## config.mk

```make
export PLATFORM = sky130hd
export DESIGN_NAME = grain_scheduler_voice_allocator_top
export DESIGN_NICKNAME = d
export VERILOG_FILES = /design/src/rtl/gsva_pkg.sv /design/src/rtl/gsva_fifo.sv /design/src/rtl/gsva_front.sv /design/src/rtl/gsva_engine.sv /design/src/rtl/grain_scheduler_voice_allocator_top.sv
export SDC_FILE = /design/constraint.sdc
export NUM_CORES = 1
export LEC_CHECK = 0
export ABC_AREA = 1
export ABC_CLOCK_PERIOD_IN_PS = 4160
export CAP_MARGIN = 10
export CORE_MARGIN = 2
export CORE_UTILIZATION = 58
export CTS_BUF_LIST = sky130_fd_sc_hd__clkbuf_16
export CTS_CLUSTER_DIAMETER = 120
export DETAILED_ROUTE_END_ITERATION = 6
export DONT_BUFFER_PORTS = 1
export MAX_ROUTING_LAYER = met4
export PLACE_DENSITY_LB_ADDON = 0.1
export SLEW_MARGIN = 20
export SYNTH_ARGS = -nofsm -noshare
export SYNTH_HDL_FRONTEND = slang
export SYNTH_SLANG_ARGS = --single-unit
```

## constraint.sdc

```tcl
create_clock -name clk -period 4.16 [get_ports clk]
set_clock_uncertainty 0.15 [all_clocks]
set_input_delay 0.832 -clock clk [delete_from_list [all_inputs] [get_ports clk]]
set_output_delay 0.832 -clock clk [all_outputs]
set_load 0.05 [all_outputs]
```

## src/rtl/gsva_pkg.sv

```systemverilog
package gsva_pkg;

	localparam int MAX_VOICES    = 10;
	localparam int MAX_BLOCK     = 4096;
	localparam int MAX_REPORTED  = 63;
	localparam int FRAC_BITS     = 16;

	localparam int BLK_W   = 13;
	localparam int MASK_W  = 10;
	localparam int NV_W    = 4;
	localparam int VIDX_W  = $clog2(MAX_VOICES);
	localparam int SPAN_W  = BLK_W + FRAC_BITS;
	localparam int CD_W    = 33;
	localparam int AGE_W   = 32;
	localparam int DROP_W  = 16;
	localparam int REP_W   = $clog2(MAX_REPORTED + 1);
	localparam int CFG_W   = 32;
	localparam int QDEPTH  = 2;
	localparam int QPTR_W  = (QDEPTH > 1) ? $clog2(QDEPTH) : 1;
	localparam int QCNT_W  = $clog2(QDEPTH + 1);

	localparam logic [CFG_W-1:0] ONE_PERIOD = CFG_W'(64'd1 << FRAC_BITS);

	typedef enum logic [1:0] {
		KIND_FREE  = 2'd0,
		KIND_STEAL = 2'd1,
		KIND_SKIP  = 2'd2,
		KIND_DONE  = 2'd3
	} kind_t;

	typedef enum logic [1:0] {
		REG_RATE_ON    = 2'd0,
		REG_PERIOD     = 2'd1,
		REG_GRAIN_EN   = 2'd2,
		REG_NUM_VOICES = 2'd3
	} cfg_reg_t;

	typedef enum logic [2:0] {
		ST_IDLE,
		ST_TEST,
		ST_SCAN,
		ST_STEAL,
		ST_DONE
	} eng_state_t;

	typedef struct packed {
		logic              rate_on;
		logic [CFG_W-1:0]  period;
		logic              grain_en;
		logic [NV_W-1:0]   num_voices;
	} cfg_t;

	typedef struct packed {
		logic [SPAN_W-1:0] span;
		logic [MASK_W-1:0] active;
	} job_t;

	function automatic logic [MASK_W-1:0] pool_mask(input logic [NV_W-1:0] nv);
		logic [MASK_W-1:0] m;
		m = '0;
		for (int i = 0; i < MASK_W; i++) begin
			m[i] = (i < MAX_VOICES) && (i < int'(nv));
		end
		return m;
	endfunction

endpackage

```

## src/rtl/gsva_fifo.sv

```systemverilog
module gsva_fifo import gsva_pkg::*; (
	input  logic clk,
	input  logic arst_n,
	input  logic push,
	input  job_t push_job,
	input  logic pop,
	output job_t pop_job,
	output logic full,
	output logic empty
);

	job_t              mem_q [QDEPTH];
	logic [QPTR_W-1:0] wr_ptr_q;
	logic [QPTR_W-1:0] rd_ptr_q;
	logic [QCNT_W-1:0] count_q;

	function automatic logic [QPTR_W-1:0] ptr_next(input logic [QPTR_W-1:0] p);
		return (p == QPTR_W'(QDEPTH - 1)) ? '0 : p + QPTR_W'(1);
	endfunction

	assign full    = (count_q == QCNT_W'(QDEPTH));
	assign empty   = (count_q == '0);
	assign pop_job = mem_q[rd_ptr_q];

	always_ff @(posedge clk or negedge arst_n) begin
		if (!arst_n) begin
			wr_ptr_q <= '0;
			rd_ptr_q <= '0;
			count_q  <= '0;
		end else begin
			if (push) begin
				wr_ptr_q <= ptr_next(wr_ptr_q);
			end
			if (pop) begin
				rd_ptr_q <= ptr_next(rd_ptr_q);
			end
			if (push && !pop) begin
				count_q <= count_q + QCNT_W'(1);
			end else if (pop && !push) begin
				count_q <= count_q - QCNT_W'(1);
			end
		end
	end

	always_ff @(posedge clk) begin
		if (push) begin
			mem_q[wr_ptr_q] <= push_job;
		end
	end

endmodule

```

## src/rtl/gsva_front.sv

```systemverilog
module gsva_front import gsva_pkg::*; (
	input  logic              in_valid,
	output logic              in_stall,
	input  logic [BLK_W-1:0]  block_samples,
	input  logic [MASK_W-1:0] active_mask,
	input  cfg_t              cfg,
	input  logic              q_full,
	output logic              q_push,
	output job_t              q_job
);

	logic [BLK_W-1:0] blk;

	// Blocks longer than the limit are treated as the limit.
	assign blk = (block_samples > BLK_W'(MAX_BLOCK)) ? BLK_W'(MAX_BLOCK) : block_samples;

	assign in_stall      = q_full;
	assign q_push        = in_valid && !q_full;
	assign q_job.span    = {blk, {FRAC_BITS{1'b0}}};
	assign q_job.active  = active_mask & pool_mask(cfg.num_voices);

endmodule

```

## src/rtl/gsva_engine.sv

```systemverilog
module gsva_engine import gsva_pkg::*; (
	input  logic              clk,
	input  logic              arst_n,
	input  cfg_t              cfg,
	input  logic              cfg_clear,
	input  logic              q_empty,
	input  job_t              q_job,
	output logic              q_pop,
	output logic              out_valid,
	input  logic              out_stall,
	output logic [1:0]        kind,
	output logic [VIDX_W-1:0] voice_index,
	output logic [AGE_W-1:0]  age_stamp,
	output logic [DROP_W-1:0] dropped_grains,
	output logic              last
);

	eng_state_t state_q, state_d;

	logic [CD_W-1:0]   countdown_q;
	logic [AGE_W-1:0]  next_age_q;
	logic [AGE_W-1:0]  age_q [MAX_VOICES];
	logic [MASK_W-1:0] active_q;
	logic [SPAN_W-1:0] span_q;
	logic [REP_W-1:0]  rep_q;
	logic [DROP_W-1:0] drop_q;
	logic [NV_W-1:0]   scan_q;
	logic [VIDX_W-1:0] best_idx_q;
	logic [AGE_W-1:0]  best_age_q;

	logic              out_valid_q;
	kind_t             kind_q;
	logic [VIDX_W-1:0] voice_q;
	logic [AGE_W-1:0]  stamp_q;
	logic [DROP_W-1:0] dropped_q;
	logic              last_q;

	logic [MASK_W-1:0] pmask;
	logic [MASK_W-1:0] free_mask;
	logic              has_free;
	logic [VIDX_W-1:0] free_idx;
	logic              due;
	logic              skip;
	logic              out_free;
	logic              cap_hit;
	logic              slot_ok;

	logic              fire;
	kind_t             fire_kind;
	logic [VIDX_W-1:0] fire_voice;
	logic              take_voice;
	logic              scan_start;
	logic              scan_step;
	logic              settle;
	logic              load_out;
	logic              load_done;

	assign pmask     = pool_mask(cfg.num_voices);
	assign free_mask = ~active_q & pmask;
	assign due       = countdown_q < CD_W'(span_q);
	assign skip      = !cfg.grain_en || (cfg.num_voices == '0);
	assign out_free  = !out_valid_q || !out_stall;
	assign cap_hit   = (rep_q == REP_W'(MAX_REPORTED));
	// Grains past the report cap need no output slot.
	assign slot_ok   = cap_hit || out_free;

	always_comb begin
		has_free = 1'b0;
		free_idx = '0;
		for (int i = MAX_VOICES - 1; i >= 0; i--) begin
			if (free_mask[i]) begin
				has_free = 1'b1;
				free_idx = VIDX_W'(i);
			end
		end
	end

	always_comb begin
		state_d = state_q;
		unique case (state_q)
			ST_IDLE: begin
				if (!q_empty) state_d = ST_TEST;
			end
			ST_TEST: begin
				if (!cfg.rate_on || !due) begin
					state_d = ST_DONE;
				end else if (!skip && !has_free) begin
					state_d = ST_SCAN;
				end
			end
			ST_SCAN: begin
				if (scan_q == cfg.num_voices) state_d = ST_STEAL;
			end
			ST_STEAL: begin
				if (slot_ok) state_d = ST_TEST;
			end
			ST_DONE: begin
				if (out_free) state_d = ST_IDLE;
			end
			default: state_d = ST_IDLE;
		endcase
	end

	always_comb begin
		q_pop      = 1'b0;
		fire       = 1'b0;
		fire_kind  = KIND_SKIP;
		fire_voice = '0;
		scan_start = 1'b0;
		scan_step  = 1'b0;
		settle     = 1'b0;
		load_done  = 1'b0;
		unique case (state_q)
			ST_IDLE: begin
				q_pop = !q_empty;
			end
			ST_TEST: begin
				if (cfg.rate_on && due) begin
					if (skip) begin
						fire      = slot_ok;
						fire_kind = KIND_SKIP;
					end else if (has_free) begin
						fire       = slot_ok;
						fire_kind  = KIND_FREE;
						fire_voice = free_idx;
					end else begin
						scan_start = 1'b1;
					end
				end else if (cfg.rate_on) begin
					settle = 1'b1;
				end
			end
			ST_SCAN: begin
				scan_step = (scan_q != cfg.num_voices);
			end
			ST_STEAL: begin
				fire       = slot_ok;
				fire_kind  = KIND_STEAL;
				fire_voice = best_idx_q;
			end
			ST_DONE: begin
				load_done = out_free;
			end
			default: ;
		endcase
	end

	assign take_voice = fire && (fire_kind != KIND_SKIP);
	assign load_out   = (fire && !cap_hit) || load_done;

	always_ff @(posedge clk or negedge arst_n) begin
		if (!arst_n) begin
			state_q     <= ST_IDLE;
			countdown_q <= '0;
			next_age_q  <= '0;
			for (int i = 0; i < MAX_VOICES; i++) age_q[i] <= '0;
			active_q    <= '0;
			rep_q       <= '0;
			drop_q      <= '0;
			scan_q      <= '0;
			out_valid_q <= 1'b0;
		end else begin
			state_q <= state_d;
			if (cfg_clear) begin
				countdown_q <= '0;
				for (int i = 0; i < MAX_VOICES; i++) age_q[i] <= '0;
			end
			if (q_pop) begin
				active_q <= q_job.active;
				rep_q    <= '0;
				drop_q   <= '0;
			end
			if (fire) begin
				countdown_q <= countdown_q + CD_W'(cfg.period);
				if (!cap_hit) begin
					rep_q <= rep_q + REP_W'(1);
				end else if (drop_q != '1) begin
					drop_q <= drop_q + DROP_W'(1);
				end
			end
			if (take_voice) begin
				active_q[fire_voice] <= 1'b1;
				age_q[fire_voice]    <= next_age_q;
				next_age_q           <= next_age_q + AGE_W'(1);
			end
			if (scan_start) begin
				scan_q <= NV_W'(1);
			end else if (scan_step) begin
				scan_q <= scan_q + NV_W'(1);
			end
			// On leaving the grain loop the countdown is never below the span.
			if (settle) begin
				countdown_q <= countdown_q - CD_W'(span_q);
			end
			if (load_out) begin
				out_valid_q <= 1'b1;
			end else if (!out_stall) begin
				out_valid_q <= 1'b0;
			end
		end
	end

	always_ff @(posedge clk) begin
		if (q_pop) begin
			span_q <= q_job.span;
		end
		if (scan_start) begin
			best_idx_q <= '0;
			best_age_q <= age_q[0];
		end else if (scan_step) begin
			if (age_q[scan_q[VIDX_W-1:0]] < best_age_q) begin
				best_idx_q <= scan_q[VIDX_W-1:0];
				best_age_q <= age_q[scan_q[VIDX_W-1:0]];
			end
		end
		if (load_out) begin
			if (load_done) begin
				kind_q    <= KIND_DONE;
				voice_q   <= '0;
				stamp_q   <= '0;
				dropped_q <= drop_q;
				last_q    <= 1'b1;
			end else begin
				kind_q    <= fire_kind;
				voice_q   <= take_voice ? fire_voice : '0;
				stamp_q   <= take_voice ? next_age_q : '0;
				dropped_q <= '0;
				last_q    <= 1'b0;
			end
		end
	end

	assign out_valid      = out_valid_q;
	assign kind           = kind_q;
	assign voice_index    = voice_q;
	assign age_stamp      = stamp_q;
	assign dropped_grains = dropped_q;
	assign last           = last_q;

	// A steal search only starts once every voice in the pool is sounding.
	a_scan_pool_full: assert property (@(posedge clk) disable iff (!arst_n)
		(state_q == ST_SCAN) |-> ((active_q & pmask) == pmask))
		else $error("steal search with a free voice in the pool");

	a_rep_cap: assert property (@(posedge clk) disable iff (!arst_n)
		rep_q <= REP_W'(MAX_REPORTED))
		else $error("reported grain count beyond cap");

	a_age_step: assert property (@(posedge clk) disable iff (!arst_n)
		take_voice |=> (next_age_q == $past(next_age_q) + AGE_W'(1)))
		else $error("age stamp did not advance after a trigger");

	a_last_done: assert property (@(posedge clk) disable iff (!arst_n)
		(out_valid_q && last_q) |-> (kind_q == KIND_DONE))
		else $error("last flag on a grain word");

endmodule

```

## src/rtl/grain_scheduler_voice_allocator_top.sv

```systemverilog
// Channel   Handshake            Payload
// in        in_valid / in_stall  block_samples, active_mask
// out       out_valid/ out_stall kind, voice_index, age_stamp, dropped_grains, last
// cfg       cfg_we               cfg_index, cfg_data
//
// Each grain that steals the oldest voice first runs a steal search over the pool;
// the steal search reads one age a cycle.
// A two-word queue lets the next block be taken while the engine is still busy.
// Reset clears the countdown, the age stamps and the voice flags, and sets the registers to their defaults.
// A stalled output holds its word; the engine waits only when it has a word to report
// and the word already held is stalled.
module grain_scheduler_voice_allocator_top import gsva_pkg::*; (
	input  logic              clk,
	input  logic              arst_n,
	input  logic              cfg_we,
	input  logic [1:0]        cfg_index,
	input  logic [CFG_W-1:0]  cfg_data,
	input  logic              in_valid,
	output logic              in_stall,
	input  logic [BLK_W-1:0]  block_samples,
	input  logic [MASK_W-1:0] active_mask,
	output logic              out_valid,
	input  logic              out_stall,
	output logic [1:0]        kind,
	output logic [VIDX_W-1:0] voice_index,
	output logic [AGE_W-1:0]  age_stamp,
	output logic [DROP_W-1:0] dropped_grains,
	output logic              last
);

	logic             rate_on_q;
	logic [CFG_W-1:0] period_q;
	logic             grain_en_q;
	logic [NV_W-1:0]  num_voices_q;
	logic             cfg_clear;
	logic             nv_ok;
	cfg_t             cfg;

	logic q_full;
	logic q_empty;
	logic q_push;
	logic q_pop;
	job_t push_job;
	job_t pop_job;

	// A pool size above the limit is refused and leaves everything untouched.
	assign nv_ok = (cfg_data[NV_W-1:0] <= NV_W'(MAX_VOICES));

	always_comb begin
		cfg_clear = 1'b0;
		if (cfg_we) begin
			unique case (cfg_reg_t'(cfg_index))
				REG_RATE_ON:    cfg_clear = 1'b1;
				REG_PERIOD:     cfg_clear = 1'b1;
				REG_GRAIN_EN:   cfg_clear = 1'b1;
				REG_NUM_VOICES: cfg_clear = nv_ok;
				default:        cfg_clear = 1'b0;
			endcase
		end
	end

	always_ff @(posedge clk or negedge arst_n) begin
		if (!arst_n) begin
			rate_on_q    <= 1'b0;
			period_q     <= ONE_PERIOD;
			grain_en_q   <= 1'b0;
			num_voices_q <= NV_W'(1);
		end else if (cfg_we) begin
			unique case (cfg_reg_t'(cfg_index))
				REG_RATE_ON:    rate_on_q <= cfg_data[0];
				// Periods shorter than one sample are stored as one sample.
				REG_PERIOD:     period_q <= (cfg_data < ONE_PERIOD) ? ONE_PERIOD : cfg_data;
				REG_GRAIN_EN:   grain_en_q <= cfg_data[0];
				REG_NUM_VOICES: begin
					if (nv_ok) num_voices_q <= cfg_data[NV_W-1:0];
				end
				default: ;
			endcase
		end
	end

	assign cfg.rate_on    = rate_on_q;
	assign cfg.period     = period_q;
	assign cfg.grain_en   = grain_en_q;
	assign cfg.num_voices = num_voices_q;

	gsva_front u_front (
		.in_valid      (in_valid),
		.in_stall      (in_stall),
		.block_samples (block_samples),
		.active_mask   (active_mask),
		.cfg           (cfg),
		.q_full        (q_full),
		.q_push        (q_push),
		.q_job         (push_job)
	);

	gsva_fifo u_fifo (
		.clk      (clk),
		.arst_n   (arst_n),
		.push     (q_push),
		.push_job (push_job),
		.pop      (q_pop),
		.pop_job  (pop_job),
		.full     (q_full),
		.empty    (q_empty)
	);

	gsva_engine u_engine (
		.clk            (clk),
		.arst_n         (arst_n),
		.cfg            (cfg),
		.cfg_clear      (cfg_clear),
		.q_empty        (q_empty),
		.q_job          (pop_job),
		.q_pop          (q_pop),
		.out_valid      (out_valid),
		.out_stall      (out_stall),
		.kind           (kind),
		.voice_index    (voice_index),
		.age_stamp      (age_stamp),
		.dropped_grains (dropped_grains),
		.last           (last)
	);

endmodule

```

Yosys cells after proc, flatten, opt, wreduce, memory -nomap -nowiden
Memories as Yosys holds them, arrays and structs flattened. Cells that the tools add are included. Widths: inputs -> output; s select.

Bits in registers: 587. Latch bits: 0. RAM bits: 46. Memory bits (read-only): 0. Input port bits: 62. Output and inout bits: 57. Word-level logic and storage cells: 222. Memories: 1.

Memories: u_fifo.mem_q (words 2, width 23, read ports 1, clocked after Yosys merged registers in 0, write ports 1, line gsva_fifo.sv:12) `job_t mem_q [QDEPTH];`.

Add/subtract/negate cells: 10. Multipliers: 0. Div/mod/pow operators: 0. Magnitude comparators: 20. Equality and inequality tests: 19. Shifts and indexed selects: 0. Muxes and demuxes: 89. Bitwise operators: 7. Reduce and logical (&&, ||, !) cells: 43.

Operator list (count): $mux 320 (2); $bwmux 320 (1); $mux 32 (7); $bmux 32 s4 (1); $demux 32 s4 (1); $mux 33 (3); $mux 16 (4); $mux 4 (15); $add 33x32->33 (1); $lt 33x29->1 (1); $sub 33x29->33 (1); $add 32x1->32 const B (1); $lt 32x17->1 const B (1); $lt 32x32->1 (1); $mux 1 (32); $and 10x10->10 (2); $mux 10 (2); $mux 3 (6); $mux 6 (3); $add 16x1->16 const B (1); $lt 3x4->1 const A (4); $ne 16x16->1 const B (1); $pmux 3 s5 (1); $gt 13x13->1 const B (1); 47 further kinds (95).

Depth between registers and ports, before layout
Depth in word-level cells: 23. Gate-level depth with buffers: 22. Depth with buffers taken out: 20.

Modules after synthesis
A second synthesis with hierarchy kept.

Cell total of the unflattened synthesis: 4810. Area, all modules: 37239.5 sq um.

By module, submodules not included: gsva_engine (times used 1, cells an instance 4365, area an instance 32052.0 sq um, seq. area each 14198.6 sq um); gsva_fifo (times used 1, cells an instance 146, area an instance 3032.9 sq um, seq. area each 2442.3 sq um); grain_scheduler_voice_allocator_top (times used 1, cells an instance 218, area an instance 1691.6 sq um, seq. area each 953.4 sq um); gsva_front (times used 1, cells an instance 81, area an instance 462.9 sq um, seq. area each 0.0 sq um).

Least setup slack after synthesis
OpenSTA, ideal clock, no wires.

Path type: register to register. Start point: register u_engine.scan_q[0]. End point: register u_engine.best_age_q[0] (enable). Library setup time: 0.389 ns. Arrival: 3.742 ns. Required time: 3.621 ns. Setup slack: -0.121 ns. Cell stages (with the launch flop): 17. Buffers on the path: 4. Clock period less this slack: 4.281 ns. Cell sequence: dfrtp_1 buf_1 clkbuf_1 clkbuf_1 clkbuf_1 o21ai_0 a32o_1 ha_1 a21oi_1 o21ai_0 nand3_1 nand2_1 nand2_1 a21oi_1 a2111oi_0 nand2_1 nand2_1.

Word-level cells in the longest chain between the ends: 7. Elaborated cells between the ends (all ways): 10. Those cells by class: order compare (1); eq/ne (1); mux (4); bitwise (1); reduce/logical (3).

RTL lines: start: declaration (line gsva_engine.sv:27) `logic [NV_W-1:0] scan_q;`; start signal: assignment (line gsva_engine.sv:189) `scan_q <= scan_q + NV_W'(1);`; $not 4->5 (not written as such) (line gsva_engine.sv:211) `if (age_q[scan_q[VIDX_W-1:0]] < best_age_q) begin`; $bmux 32 s4 (line gsva_engine.sv:211); $mux 32 (not written as such) (2 in series) (line gsva_engine.sv:211); $lt 32x32->1 (line gsva_engine.sv:211); $reduce_bool 2->1 (no line); $reduce_and 2->1 (no line) (*); end signal: assignment (line gsva_engine.sv:209) `best_age_q <= age_q[0];`; end signal: assignment (line gsva_engine.sv:213) `best_age_q <= age_q[scan_q[VIDX_W-1:0]];`; end: declaration (line gsva_engine.sv:29) `logic [AGE_W-1:0] best_age_q;`.

Every way passes the cells marked *; elsewhere a longest branch is shown, timed or not. The select of a mux whose other input is x is not followed. A chain may end at the register's enable or synchronous reset.

Final worst setup path
Start point: register u_engine.scan_q[0]. End point: register u_engine.best_age_q[19] (enable).

Same word-level chain as after synthesis.

==> impl_metrics.py <==
metrics = {
    "status": {
        "status": "complete, but fails checks",
        "failed_checks": "negative hold slack, max-slew violations",
    },
    "timing": {
        "hold_violations": 108,
        "final_max_slew_viol_count": 265,
        "tightest_slew_ps": 2343,
        "min_period_ps": 3866,
        "fmax_mhz": 258.7,
        "fin_ws_ps": 294.5,
        "slew_headroom": -0.5618,
        "finalCritPeriodShare": 0.9292,
        "holdWs_ps": -220.9,
        "setup_viol": 0,
        "rsz0062_at_grt": "no",
        "setup-tns-final_ps": 0,
    },
    "synthesis": {
        "netlist_area_um2": 32840,
        "synth_seq_area_share": 0.4918,
        "async_flop_share": 0.7569,
        "avgSynthCellArea_um2": 7.768,
        "synth_edf_count": 146,
        "synth_nets": 4373,
        "yosysTopAreaCell": "dfrtp_1",
        "yosys_most_used_dff": "dfrtp_1",
        "yosysWarnings": 0,
        "synthTopCellsByArea": "dfrtp_1 (35%), edfxtp_1 (13%), nand2_1 (13%)",
        "syn_inst": 4228,
        "synth_common_cells": "nand2_1 (1137), nor2_1 (473), inv_1 (468), dfrtp_1 (465), o21ai_0 (409)",
        "yosysMostFrequentCell": "nand2_1",
        "ys_ff_latch": 617,
        "synth_top_area_frac": 0.3543,
        "ys_types": 61,
    },
    "setup_path": {
        "worstSetupEndpointType": "flop",
        "r2r-start": "u_engine.scan_q[0]",
        "crit_start": "u_engine.scan_q[0]",
        "cp_common_cell": "o21ai_0",
        "crit_cells": 16,
        "path_delay_family": "compound AO/OA/AOI/OAI gates",
        "critPathMaxStageDelay_ps": 510,
        "cp-endpoint": "u_engine.best_age_q[19]",
        "crit_path_start_kind": "flop",
        "path_cells": "inv_4, buf_12, a21oi_1, o21ai_0, o21ai_0, o211ai_1, o21ai_0, ha_1, nand2_1, inv_1, nand4_1, a21oi_1, a2111oi_0, nand2_1, nand2_2, buf_4",
        "reg2reg_to": "u_engine.best_age_q[19]",
        "path_max_fanout": 68,
        "path_buf_inv": 4,
        "path_class": "flop to flop",
        "r2r_slack_ps": 290,
        "cp_data_arrival_time_ps": 3990,
        "crit_slowest_cell": "dfrtp_4",
        "worstPathRequired_ps": 4280,
        "worstRegToRegCells": 16,
    },
    "detailed_routing": {
        "viasPerCell": 5.600,
        "first_pass_iters": 6,
        "drcViolationCount": 0,
        "wire_per_inst_um": 19.12,
        "ant_nets": 0,
        "drt_iter0_drc": 3199,
        "wirelength_mm": 94.72,
        "vias": 27740,
    },
    "floorplanning": {
        "core-area_um2": 56170,
        "row_count": 87,
        "dieArea_um2": 58550,
        "die_w_um": 242.0,
        "start_util": 0.5847,
        "pin_count": 119,
        "die_h_um": 242.0,
    },
    "power_and_ir_drop": {
        "power_density_nw_per_um2": 617.5,
        "peakVddDrop_mv": 0.4463,
        "total_leakage_power_uw": 0.01643,
    },
    "cts": {
        "ctsResizeCount": 0,
        "cts_sinks": 617,
        "cts_tree": "yes",
        "clockBufferDepth": 3,
        "numCtsBuffers": 70,
        "root_buffer": "clkbuf_16",
        "clkLatencyLatePin_ps": 620,
        "h-tree-depth": 3,
        "postCtsSetupRepairBufs": 0,
        "cts.clk_slew.worst_paths_ps": 60,
    },
    "job": {
        "max_cap_violations": 0,
    },
    "global_route": {
        "grt_pass1_vias": 26370,
        "groute.usage.overall": 0.3353,
        "antenna_found_initial": 3,
        "grt_overflow": 0,
        "grt_max_degree": 468,
        "grt_pass1_wl_mm": 150.1,
    },
    "final_layout": {
        "layout-drive-gt1-share": 0.05889,
        "fin_cells": 4954,
        "fin_nets": 4284,
        "syn_to_final_growth_pct": 9.185,
    },
    "place": {
        "place_inst": 4823,
        "hpwl_mm": 60.79,
        "io_buffer_count": 0,
        "place_ws_ps": 344.5,
        "gp_congestion": 0.9207,
    },
    "hold_path": {
        "min_path_type": "input port to async pin",
    },
}
==> registers in the layout, indices dropped and copies added, names as in the netlist, 3 cells and up <==
register / cells
u_fifo.mem_q: 46
u_engine.best_idx_q: 4
u_engine.age_stamp: 32
u_engine.age_q: 320
period_q: 32
u_engine.dropped_grains: 16
u_engine.drop_q: 16
num_voices_q: 4
u_engine.rep_q: 6
u_engine.countdown_q: 33
u_engine.best_age_q: 32
u_engine.next_age_q: 32
u_engine.span_q: 13
u_engine.scan_q: 4
u_engine.active_q: 10
u_engine.voice_index: 4
u_engine.state_q: 3
==> layout by cell type (no fill, tap or decap), drive strengths merged, types with 2 or more instances in the layout <==
cell type	instances
a21boi	3
a211oi	2
and3	2
a22o	2
o21bai	7
nand3b	3
bufinv	5
o22ai	2
clkinv	27
a31oi	7
diode	4
clkinvlp	2
inv	500
nor2	485
nor3	29
or2	6
fa	2
edfxtp	146
a32o	10
dfxtp	4
nand2	1147
ha	81
nand4	51
o21ai	448
o31ai	4
nand3	230
o221ai	6
nor4	17
clkbuf	75
o21a	3
dfstp	2
xnor2	27
o211ai	38
dfrtp	465
a21oi	205
buf	89
xor2	50
==> layout make-up <==
class,count,area [um^2]
fill,5054,20310
sequential,617,16160
multi-input combinational,2879,13860
clock buffer,75,1877
inverter,482,1817
tap,756,945.9
timing repair buffer,89,805.8
clock inverter,52,382.9
antenna,4,10.01
==> power by group <==
group	switching, uW	internal (uW)
clock	2560	3560
sequential	1390	7390
combinational	4870	2380
==> worst min-delay path by stage <==
stage | startpoint | to | slack (ps)
floorplan | period_q[17] | period_q[17] | 300
global placement | period_q[27] | period_q[27] | 320
detailed placement | period_q[27] | period_q[27] | 320
CTS | arst_n | u_engine.countdown_q[29] | -230
global route | arst_n | period_q[29] | -230
finish | arst_n | u_engine.active_q[0] | -220
==> cells by family after synthesis <==
group           synth area share
buf+inv                  0.08777
fa+ha+maj                0.03208
xor+xnor                 0.02053
compound gates            0.1221
simple gates              0.2458
flops                     0.4918
==> metal layers <==
layer	up-vias	global-route usage	share of wire
met1	13070	0.4530	0.43
met2	1035	0.5183	0.46
met5	-	-	0
met4	0	0.1142	0.035
li1	13450	-	-
met3	193	0.05484	0.076
==> stage by stage <==
stage | cell area, um^2 | util | power [uW]
global route | 35860 | 0.6384 | 23400
floorplan | 32850 | - | 13780
finish | 35860 | 0.6384 | 22140
global placement | 33590 | 0.5980 | 15870
detailed placement | 33590 | 0.5980 | 15970
CTS | 35850 | 0.6383 | 22130
Power figures use the tool's default switching activity.
